===== config.mk =====
export PLATFORM = sky130hd
export DESIGN_NAME = largest_prime_factor
export DESIGN_NICKNAME = d
export VERILOG_FILES = /design/src/hdl/lpf_pkg.sv /design/src/hdl/largest_prime_factor.sv /design/src/hdl/lpf_div.sv
export SDC_FILE = /design/constraint.sdc
export NUM_CORES = 1
export LEC_CHECK = 0
export BUFFER_PORTS_ARGS = -buffer_cell sky130_fd_sc_hd__buf_2
export CAP_MARGIN = 20
export CORE_MARGIN = 1.5
export CORE_UTILIZATION = 40
export CTS_BUF_LIST = sky130_fd_sc_hd__clkbuf_4
export CTS_CLUSTER_SIZE = 8
export DETAILED_ROUTE_END_ITERATION = 7
export GPL_TIMING_DRIVEN = 0
export PLACE_DENSITY = 0.68
export REMOVE_ABC_BUFFERS = 1
export SLEW_MARGIN = 20
export SYNTH_ARGS = -nofsm -noshare
export SYNTH_HDL_FRONTEND = slang
export SYNTH_SLANG_ARGS = --single-unit

===== constraint.sdc =====
create_clock -name clk -period 13.9 [get_ports clk]
set_clock_uncertainty 0.2 [all_clocks]
set_input_delay 1.39 -clock clk [delete_from_list [all_inputs] [get_ports clk]]
set_output_delay 1.39 -clock clk [all_outputs]
set_load 0.02 [all_outputs]

===== src/hdl/lpf_pkg.sv =====
// lpf_pkg: shared widths, constants, state type and divider interface structs
// for the largest prime factor block; no dependencies
package lpf_pkg;

  localparam int VALUE_WIDTH = 64;
  localparam int OUT_WIDTH   = 64;
  localparam int CNT_W       = $clog2(VALUE_WIDTH + 1);

  localparam logic [VALUE_WIDTH-1:0] FACTOR_TWO   = VALUE_WIDTH'(2);
  localparam logic [VALUE_WIDTH-1:0] FACTOR_THREE = VALUE_WIDTH'(3);
  localparam logic [VALUE_WIDTH-1:0] VAL_ONE      = VALUE_WIDTH'(1);

  localparam logic STATUS_OK   = 1'b0;
  localparam logic STATUS_ZERO = 1'b1;

  typedef enum logic [1:0] {
    ST_IDLE,
    ST_STRIP,
    ST_DIV,
    ST_DONE
  } lpf_state_t;

  typedef struct packed {
    logic                   start;
    logic [VALUE_WIDTH-1:0] dividend;
    logic [VALUE_WIDTH-1:0] divisor;
  } div_req_t;

  typedef struct packed {
    logic                   done;
    logic [VALUE_WIDTH-1:0] quot;
    logic [VALUE_WIDTH-1:0] rem;
  } div_rsp_t;

endpackage


===== src/hdl/largest_prime_factor.sv =====
// largest_prime_factor: top level, trial division sequencer with output register
// depends on lpf_pkg and lpf_div
//
//   channel | direction | ports                                  | beat when
//   in      | input     | in_valid, in_stall, in_value           | in_valid & !in_stall
//   out     | output    | out_valid, out_stall, out_largest_factor, out_status
//                                                                 | out_valid & !out_stall
//
// one item at a time; a zero input goes from idle straight to the done state
// factors of two are shifted out in the strip state, then each trial division runs on the serial divider
// trials run over the odd divisors up to the larger of the second-largest prime
// factor and the square root of the largest (the largest itself when it repeats),
// plus one per odd prime factor taken out; the serial divider sets the pace
// reset is synchronous and active low; a stalled output holds its beat while
// the next input beat is taken and worked on
module largest_prime_factor (
  input  logic                          clk,
  input  logic                          rst_n,
  input  logic                          in_valid,
  output logic                          in_stall,
  input  logic [lpf_pkg::OUT_WIDTH-1:0] in_value,
  output logic                          out_valid,
  input  logic                          out_stall,
  output logic [lpf_pkg::OUT_WIDTH-1:0] out_largest_factor,
  output logic                          out_status
);

  lpf_pkg::lpf_state_t             state_r, state_nxt;
  logic [lpf_pkg::VALUE_WIDTH-1:0] q_r, q_nxt;
  logic [lpf_pkg::VALUE_WIDTH-1:0] d_r, d_nxt;
  logic [lpf_pkg::VALUE_WIDTH-1:0] best_r, best_nxt;
  logic                            err_r, err_nxt;
  logic [lpf_pkg::VALUE_WIDTH-1:0] out_factor_r, out_factor_nxt;
  logic                            out_status_r, out_status_nxt;
  logic                            out_valid_r, out_valid_nxt;
  logic [lpf_pkg::VALUE_WIDTH-1:0] in_masked;
  lpf_pkg::div_req_t               div_req;
  lpf_pkg::div_rsp_t               div_rsp;

  lpf_div u_div (
    .clk   (clk),
    .rst_n (rst_n),
    .req   (div_req),
    .rsp   (div_rsp)
  );

  assign in_masked = in_value[lpf_pkg::VALUE_WIDTH-1:0];
  assign in_stall  = (state_r != lpf_pkg::ST_IDLE);

  always_comb begin
    state_nxt        = state_r;
    q_nxt            = q_r;
    d_nxt            = d_r;
    best_nxt         = best_r;
    err_nxt          = err_r;
    out_factor_nxt   = out_factor_r;
    out_status_nxt   = out_status_r;
    out_valid_nxt    = out_valid_r && out_stall;
    div_req.start    = 1'b0;
    div_req.dividend = q_r;
    div_req.divisor  = d_r;
    case (state_r)
      lpf_pkg::ST_IDLE: begin
        if (in_valid) begin
          best_nxt = '0;
          if (in_masked == '0) begin
            err_nxt   = lpf_pkg::STATUS_ZERO;
            state_nxt = lpf_pkg::ST_DONE;
          end else begin
            err_nxt   = lpf_pkg::STATUS_OK;
            q_nxt     = in_masked;
            state_nxt = lpf_pkg::ST_STRIP;
          end
        end
      end
      lpf_pkg::ST_STRIP: begin
        if (!q_r[0]) begin
          q_nxt    = q_r >> 1;
          best_nxt = lpf_pkg::FACTOR_TWO;
        end else if (q_r == lpf_pkg::VAL_ONE) begin
          state_nxt = lpf_pkg::ST_DONE;
        end else begin
          d_nxt            = lpf_pkg::FACTOR_THREE;
          div_req.start    = 1'b1;
          div_req.divisor  = lpf_pkg::FACTOR_THREE;
          state_nxt        = lpf_pkg::ST_DIV;
        end
      end
      lpf_pkg::ST_DIV: begin
        if (div_rsp.done) begin
          if (div_rsp.rem == '0) begin
            q_nxt    = div_rsp.quot;
            best_nxt = d_r;
            if (div_rsp.quot == lpf_pkg::VAL_ONE) begin
              state_nxt = lpf_pkg::ST_DONE;
            end else begin
              div_req.start    = 1'b1;
              div_req.dividend = div_rsp.quot;
            end
          end else if (div_rsp.quot < d_r) begin
            best_nxt  = q_r;
            state_nxt = lpf_pkg::ST_DONE;
          end else begin
            d_nxt           = d_r + lpf_pkg::FACTOR_TWO;
            div_req.start   = 1'b1;
            div_req.divisor = d_r + lpf_pkg::FACTOR_TWO;
          end
        end
      end
      lpf_pkg::ST_DONE: begin
        if (!out_valid_r || !out_stall) begin
          out_factor_nxt = best_r;
          out_status_nxt = err_r;
          out_valid_nxt  = 1'b1;
          state_nxt      = lpf_pkg::ST_IDLE;
        end
      end
      default: begin
        state_nxt = lpf_pkg::ST_IDLE;
      end
    endcase
  end

  always_ff @(posedge clk) begin
    if (!rst_n) begin
      state_r     <= lpf_pkg::ST_IDLE;
      out_valid_r <= 1'b0;
    end else begin
      state_r     <= state_nxt;
      out_valid_r <= out_valid_nxt;
    end
  end

  always_ff @(posedge clk) begin
    q_r          <= q_nxt;
    d_r          <= d_nxt;
    best_r       <= best_nxt;
    err_r        <= err_nxt;
    out_factor_r <= out_factor_nxt;
    out_status_r <= out_status_nxt;
  end

  assign out_valid          = out_valid_r;
  assign out_largest_factor = lpf_pkg::OUT_WIDTH'(out_factor_r);
  assign out_status         = out_status_r;

`ifndef SYNTHESIS
  a_done_in_div: assert property (@(posedge clk) disable iff (!rst_n)
    div_rsp.done |-> state_r == lpf_pkg::ST_DIV)
    else $error("divider result outside trial state");
  a_odd_divisor: assert property (@(posedge clk) disable iff (!rst_n)
    state_r == lpf_pkg::ST_DIV |-> d_r[0] && d_r >= lpf_pkg::FACTOR_THREE)
    else $error("trial divisor not odd or below three");
  a_zero_status: assert property (@(posedge clk) disable iff (!rst_n)
    out_valid_r && out_status_r |-> out_factor_r == '0)
    else $error("rejected input with nonzero factor");
  a_quot_live: assert property (@(posedge clk) disable iff (!rst_n)
    state_r == lpf_pkg::ST_DIV |-> q_r > lpf_pkg::VAL_ONE)
    else $error("trial division on exhausted quotient");
`endif

endmodule


===== src/hdl/lpf_div.sv =====
// lpf_div: radix-2 restoring divider, one quotient bit per cycle
// depends on lpf_pkg
module lpf_div (
  input  logic              clk,
  input  logic              rst_n,
  input  lpf_pkg::div_req_t req,
  output lpf_pkg::div_rsp_t rsp
);

  logic [lpf_pkg::VALUE_WIDTH-1:0] quo_r, quo_nxt;
  logic [lpf_pkg::VALUE_WIDTH-1:0] rem_r, rem_nxt;
  logic [lpf_pkg::VALUE_WIDTH-1:0] divisor_r, divisor_nxt;
  logic [lpf_pkg::CNT_W-1:0]       cnt_r, cnt_nxt;
  logic                            busy_r, busy_nxt;
  logic                            done_r, done_nxt;
  logic [lpf_pkg::VALUE_WIDTH:0]   shifted;
  logic [lpf_pkg::VALUE_WIDTH:0]   diff;

  always_comb begin
    shifted     = {rem_r, quo_r[lpf_pkg::VALUE_WIDTH-1]};
    diff        = shifted - {1'b0, divisor_r};
    quo_nxt     = quo_r;
    rem_nxt     = rem_r;
    divisor_nxt = divisor_r;
    cnt_nxt     = cnt_r;
    busy_nxt    = busy_r;
    done_nxt    = 1'b0;
    if (req.start) begin
      quo_nxt     = req.dividend;
      rem_nxt     = '0;
      divisor_nxt = req.divisor;
      cnt_nxt     = lpf_pkg::CNT_W'(lpf_pkg::VALUE_WIDTH);
      busy_nxt    = 1'b1;
    end else if (busy_r) begin
      if (!diff[lpf_pkg::VALUE_WIDTH]) begin
        rem_nxt = diff[lpf_pkg::VALUE_WIDTH-1:0];
        quo_nxt = {quo_r[lpf_pkg::VALUE_WIDTH-2:0], 1'b1};
      end else begin
        rem_nxt = shifted[lpf_pkg::VALUE_WIDTH-1:0];
        quo_nxt = {quo_r[lpf_pkg::VALUE_WIDTH-2:0], 1'b0};
      end
      cnt_nxt = cnt_r - lpf_pkg::CNT_W'(1);
      if (cnt_r == lpf_pkg::CNT_W'(1)) begin
        busy_nxt = 1'b0;
        done_nxt = 1'b1;
      end
    end
  end

  always_ff @(posedge clk) begin
    if (!rst_n) begin
      busy_r <= 1'b0;
      done_r <= 1'b0;
      cnt_r  <= '0;
    end else begin
      busy_r <= busy_nxt;
      done_r <= done_nxt;
      cnt_r  <= cnt_nxt;
    end
  end

  always_ff @(posedge clk) begin
    quo_r     <= quo_nxt;
    rem_r     <= rem_nxt;
    divisor_r <= divisor_nxt;
  end

  assign rsp.done = done_r;
  assign rsp.quot = quo_r;
  assign rsp.rem  = rem_r;

`ifndef SYNTHESIS
  a_busy_cnt: assert property (@(posedge clk) disable iff (!rst_n)
    busy_r |-> cnt_r != '0)
    else $error("divider busy with zero bit count");
  a_done_idle: assert property (@(posedge clk) disable iff (!rst_n)
    done_r |-> !busy_r)
    else $error("divider done while still busy");
  a_rem_bound: assert property (@(posedge clk) disable iff (!rst_n)
    busy_r |-> rem_r < divisor_r)
    else $error("partial remainder not below divisor");
`endif

endmodule


==> metrics.md <==
| Metric | Value |
|---|---|
| IO Count | 135 |
| Placed Area | 29,470 um2 |
| Final Max Slew Viols | 0 |
| CP Capture Point | u_div.quo_r[8]$_DFFE_PP_ |
| Hold Path Class | register to register |
| Mux cell area share after synthesis | 3.679% |
| Critical path startpoint category | register |
| TritonCTS clock tree | built |
| MaxCap Viol Count | 0 |
| Adder-Cell Fraction of Synth Area | 6.274% |
| Synth Area in XOR/XNOR | 1.993% |
| Placer Congestion | 0.9704 |
| Worst Setup SP | u_div.rem_r[6]$_SDFFE_PN0P_ |
| CTS Buf Count | 119 |
| Synthesized cell area | 27,240 um2 |
| First drt pass iteration count | 6 |
| Rel. slew slack | 14.45% |
| Number of synthesized register bits | 462 |
| CTS Buffer Depth | 3 |
| Core area | 67,280 um2 |
| Worst Tran Pin Value | 1.272 ns |
| Cell variety after synth | 89 |
| Post-synth EDFFs | 386 |
| Vias in the first global route | 22,900 |
| GRT Overall Usage | 25.10% |
| Number of cells on the worst reg-to-reg path | 15 |
| Syn avg cell area | 10.13 um2 |
| Synth-to-layout area growth | 13.86% |
| Clock transition at the registers of the reported paths | 0.07 ns |
| Hpwl dp | 66,030 um |
| Crit. End Element | register |
| Routed WL per cell | 23.70 um |
| Nets | 3,039 |
| Worst-skew pair later-pin latency | 0.95 ns |
| First-pass GRT wire length | 136,200 um |
| Synth Area in Simple Gates | 14.83% |
| Initial Utilization | 40.49% |
| Required @ worst endpoint | 14.27 ns |
| PostCTS Resize Cnt | 0 |
| Final worst-path cycle share | 43.47% |
| Finished layout cell area | 31,020 um2 |
| Vias | 23,810 |
| Initial DRC Count | 2,924 |
| Root buffer selected by CTS | clkbuf_4 |
| Sequential area share after synthesis | 48.13% |
| Initial antenna violation count | 8 |
| Die X | 264.0 um |
| Die H | 264.0 um |
| Crit path kind | register to register |
| Status | completed |
| Share of cells above drive strength 1 | 14.66% |
| Peak supply drop | 295.8 uV |
| Final setup viols | 0 |
| RSZ-0062 raised after global routing | no |
| Remaining Overflow, GRT | 0 |
| Asr flop ratio synth | 0% |
| Largest net degree at the start of global routing | 74 |
| Antenna viol nets, final | 0 |
| RR Endpoint | u_div.quo_r[8]$_DFFE_PP_ |
| Synth Area in Compound Gates | 20.41% |
| Final WL | 90,120 um |
| Synth Warn # | 0 |
| Pleak | 0.01208 uW |
| PortBufs | 134 |
| Post CTS Setup Buffer Count | 0 |
| Largest family of logic cells by synthesized area | compound AO/OA/AOI/OAI gates |
| CP arrival | 6.41 ns |
| Die ar. | 69,680 um2 |
| Sink Count | 462 |
| Drt drc | 0 |
| Max Fclk | 0.1655 GHz |
| Worst r2r src | u_div.rem_r[6]$_SDFFE_PN0P_ |
| Cell count after synthesis | 2,690 |
| Fill count | 6,285 |
| Final Hold Viols | 0 |
| H-tree depth | 3 |
| Vias per std cell | 6.262 |
| Placed Cells | 3,587 |
| Fin Setup TNS | 0 ns |
| CTS hold repair buffers | 0 |
| Cell row count | 95 |
| Multi-input gate area | 13,000 um2 |
| Post-layout minimum cycle time | 6.042 ns |
| Power per cell area | 244.7 nW/um2 |
| CP max FO | 42 |
| Most used flip-flop cell after synthesis | edfxtp_1 |
| Sequential cell area | 13,120 um2 |
| Worst R2R Setup Slack | 7.86 ns |
| Post-route insts no fill | 3,802 |
==> metal layers <==
metal / track usage (%) / share of wire [%] / up-vias
li1: - / - / 10730
met1: 33.19 / 40 / 11400
met2: 38.42 / 44 / 1397
met3: 7.150 / 11 / 269
met4: 10.67 / 4.5 / 12
met5: 0 / 0.12 / -
==> worst max-delay path, stage by stage, from the launching register on <==
cell	delay (ns)
dfxtp_1	0.34
nor4_1	0.91
nand4_1	0.29
nor4_4	0.67
buf_6	0.25
buf_6	0.17
buf_6	0.15
buf_4	0.22
buf_6	0.21
o41ai_1	0.23
o21ai_2	0.24
a21oi_4	0.18
buf_16	0.23
nor2_4	0.55
a21o_4	0.43
buf_12	0.30
==> cells in the mapped netlist, types with 72 or more instances <==
library cell / count / area share [%]
clkbuf_1: 111 / 1.5
ha_1: 135 / 6.2
nand4_1: 74 / 1.7
dfxtp_1: 76 / 5.6
inv_1: 155 / 2.1
nor2_1: 183 / 2.5
edfxtp_1: 386 / 43
a21oi_1: 202 / 3.7
and3_1: 88 / 2.0
mux2i_1: 99 / 3.6
a31oi_1: 76 / 1.7
o21ai_0: 177 / 3.3
nand2_1: 161 / 2.2
nor4_1: 72 / 1.7
==> worst min-delay path by stage <==
stage / start / end / slack, ns / depth (start not counted)
6_report: best_r[49]$_DFFE_PP_ / out_largest_factor[49]$_DFFE_PP_ / 0.20 / 0
3_3_place_gp: best_r[57]$_DFFE_PP_ / out_largest_factor[57]$_DFFE_PP_ / 0.20 / 0
3_5_place_dp: best_r[60]$_DFFE_PP_ / out_largest_factor[60]$_DFFE_PP_ / 0.20 / 0
5_1_grt: best_r[50]$_DFFE_PP_ / out_largest_factor[50]$_DFFE_PP_ / 0.21 / 0
2_1_floorplan: best_r[0]$_DFFE_PP_ / out_largest_factor[0]$_DFFE_PP_ / 0.20 / 0
4_1_cts: best_r[14]$_DFFE_PP_ / out_largest_factor[14]$_DFFE_PP_ / 0.22 / 0
==> final cells by class <==
| class | count | area share, % |
|---|---|---|
| Antenna cell | 3 | 0.02420 |
| Multi-Input combinational cell | 1913 | 41.90 |
| Sequential cell | 462 | 42.29 |
| Timing Repair Buffer | 183 | 5.409 |
| Clock buffer | 183 | 4.429 |
| Inverter | 156 | 1.920 |
| Tap cell | 873 | 3.522 |
| Clock inverter | 29 | 0.5042 |
==> where the power goes <==
part           internal, uW  switching [uW]
Sequential             2250             530
Clock                   614             587
Combinational          1350            2260
Total                  4210            3380
==> stage by stage <==
stage | utilization (%) | setup slack [ns] | hold slack (ns) | power (uW)
after global placement | 42.09 | -5.065 | 0.2028 | 6078
after floorplan | - | 3.341 | 0.2003 | 4942
after CTS | 46.07 | 8.110 | 0.2171 | 7524
final | 46.10 | 7.858 | 0.2038 | 7590
after detailed placement | 43.80 | 8.190 | 0.2045 | 6303
after global routing | 46.10 | 7.843 | 0.2135 | 8025
==> registers in the layout (all words and copies together), names as in the netlist, 2 cells and up <==
name and flops:
out_largest_factor 64, u_div.cnt_r 7, q_r 64, u_div.rem_r 64, state_r 2, u_div.divisor_r 64, u_div.quo_r 64, best_r 64
d_r 64
==> placed cells by master (no fill, tap or decap), types with 75 or more instances in the layout <==
cell type,Yosys,final
edfxtp_1,386,386
a31oi_1,76,76
ha_1,135,133
a21oi_1,202,201
dfxtp_1,76,75
nand2_1,161,160
clkbuf_4,0,183
mux2i_1,99,99
buf_2,31,134
o21ai_0,177,176
nor2_1,183,179
and3_1,88,87
inv_1,155,153
==> cells by family (layout without fill, tap and decap cells) <==
family,Yosys count,in the layout
compound gates,835,835
mux,100,100
buf+inv,315,551
flops,462,462
simple gates,780,780
other cells,0,3
fa+ha+maj,136,136
xor+xnor,62,62
No activity file was read; power rests on OpenSTA's default activity.
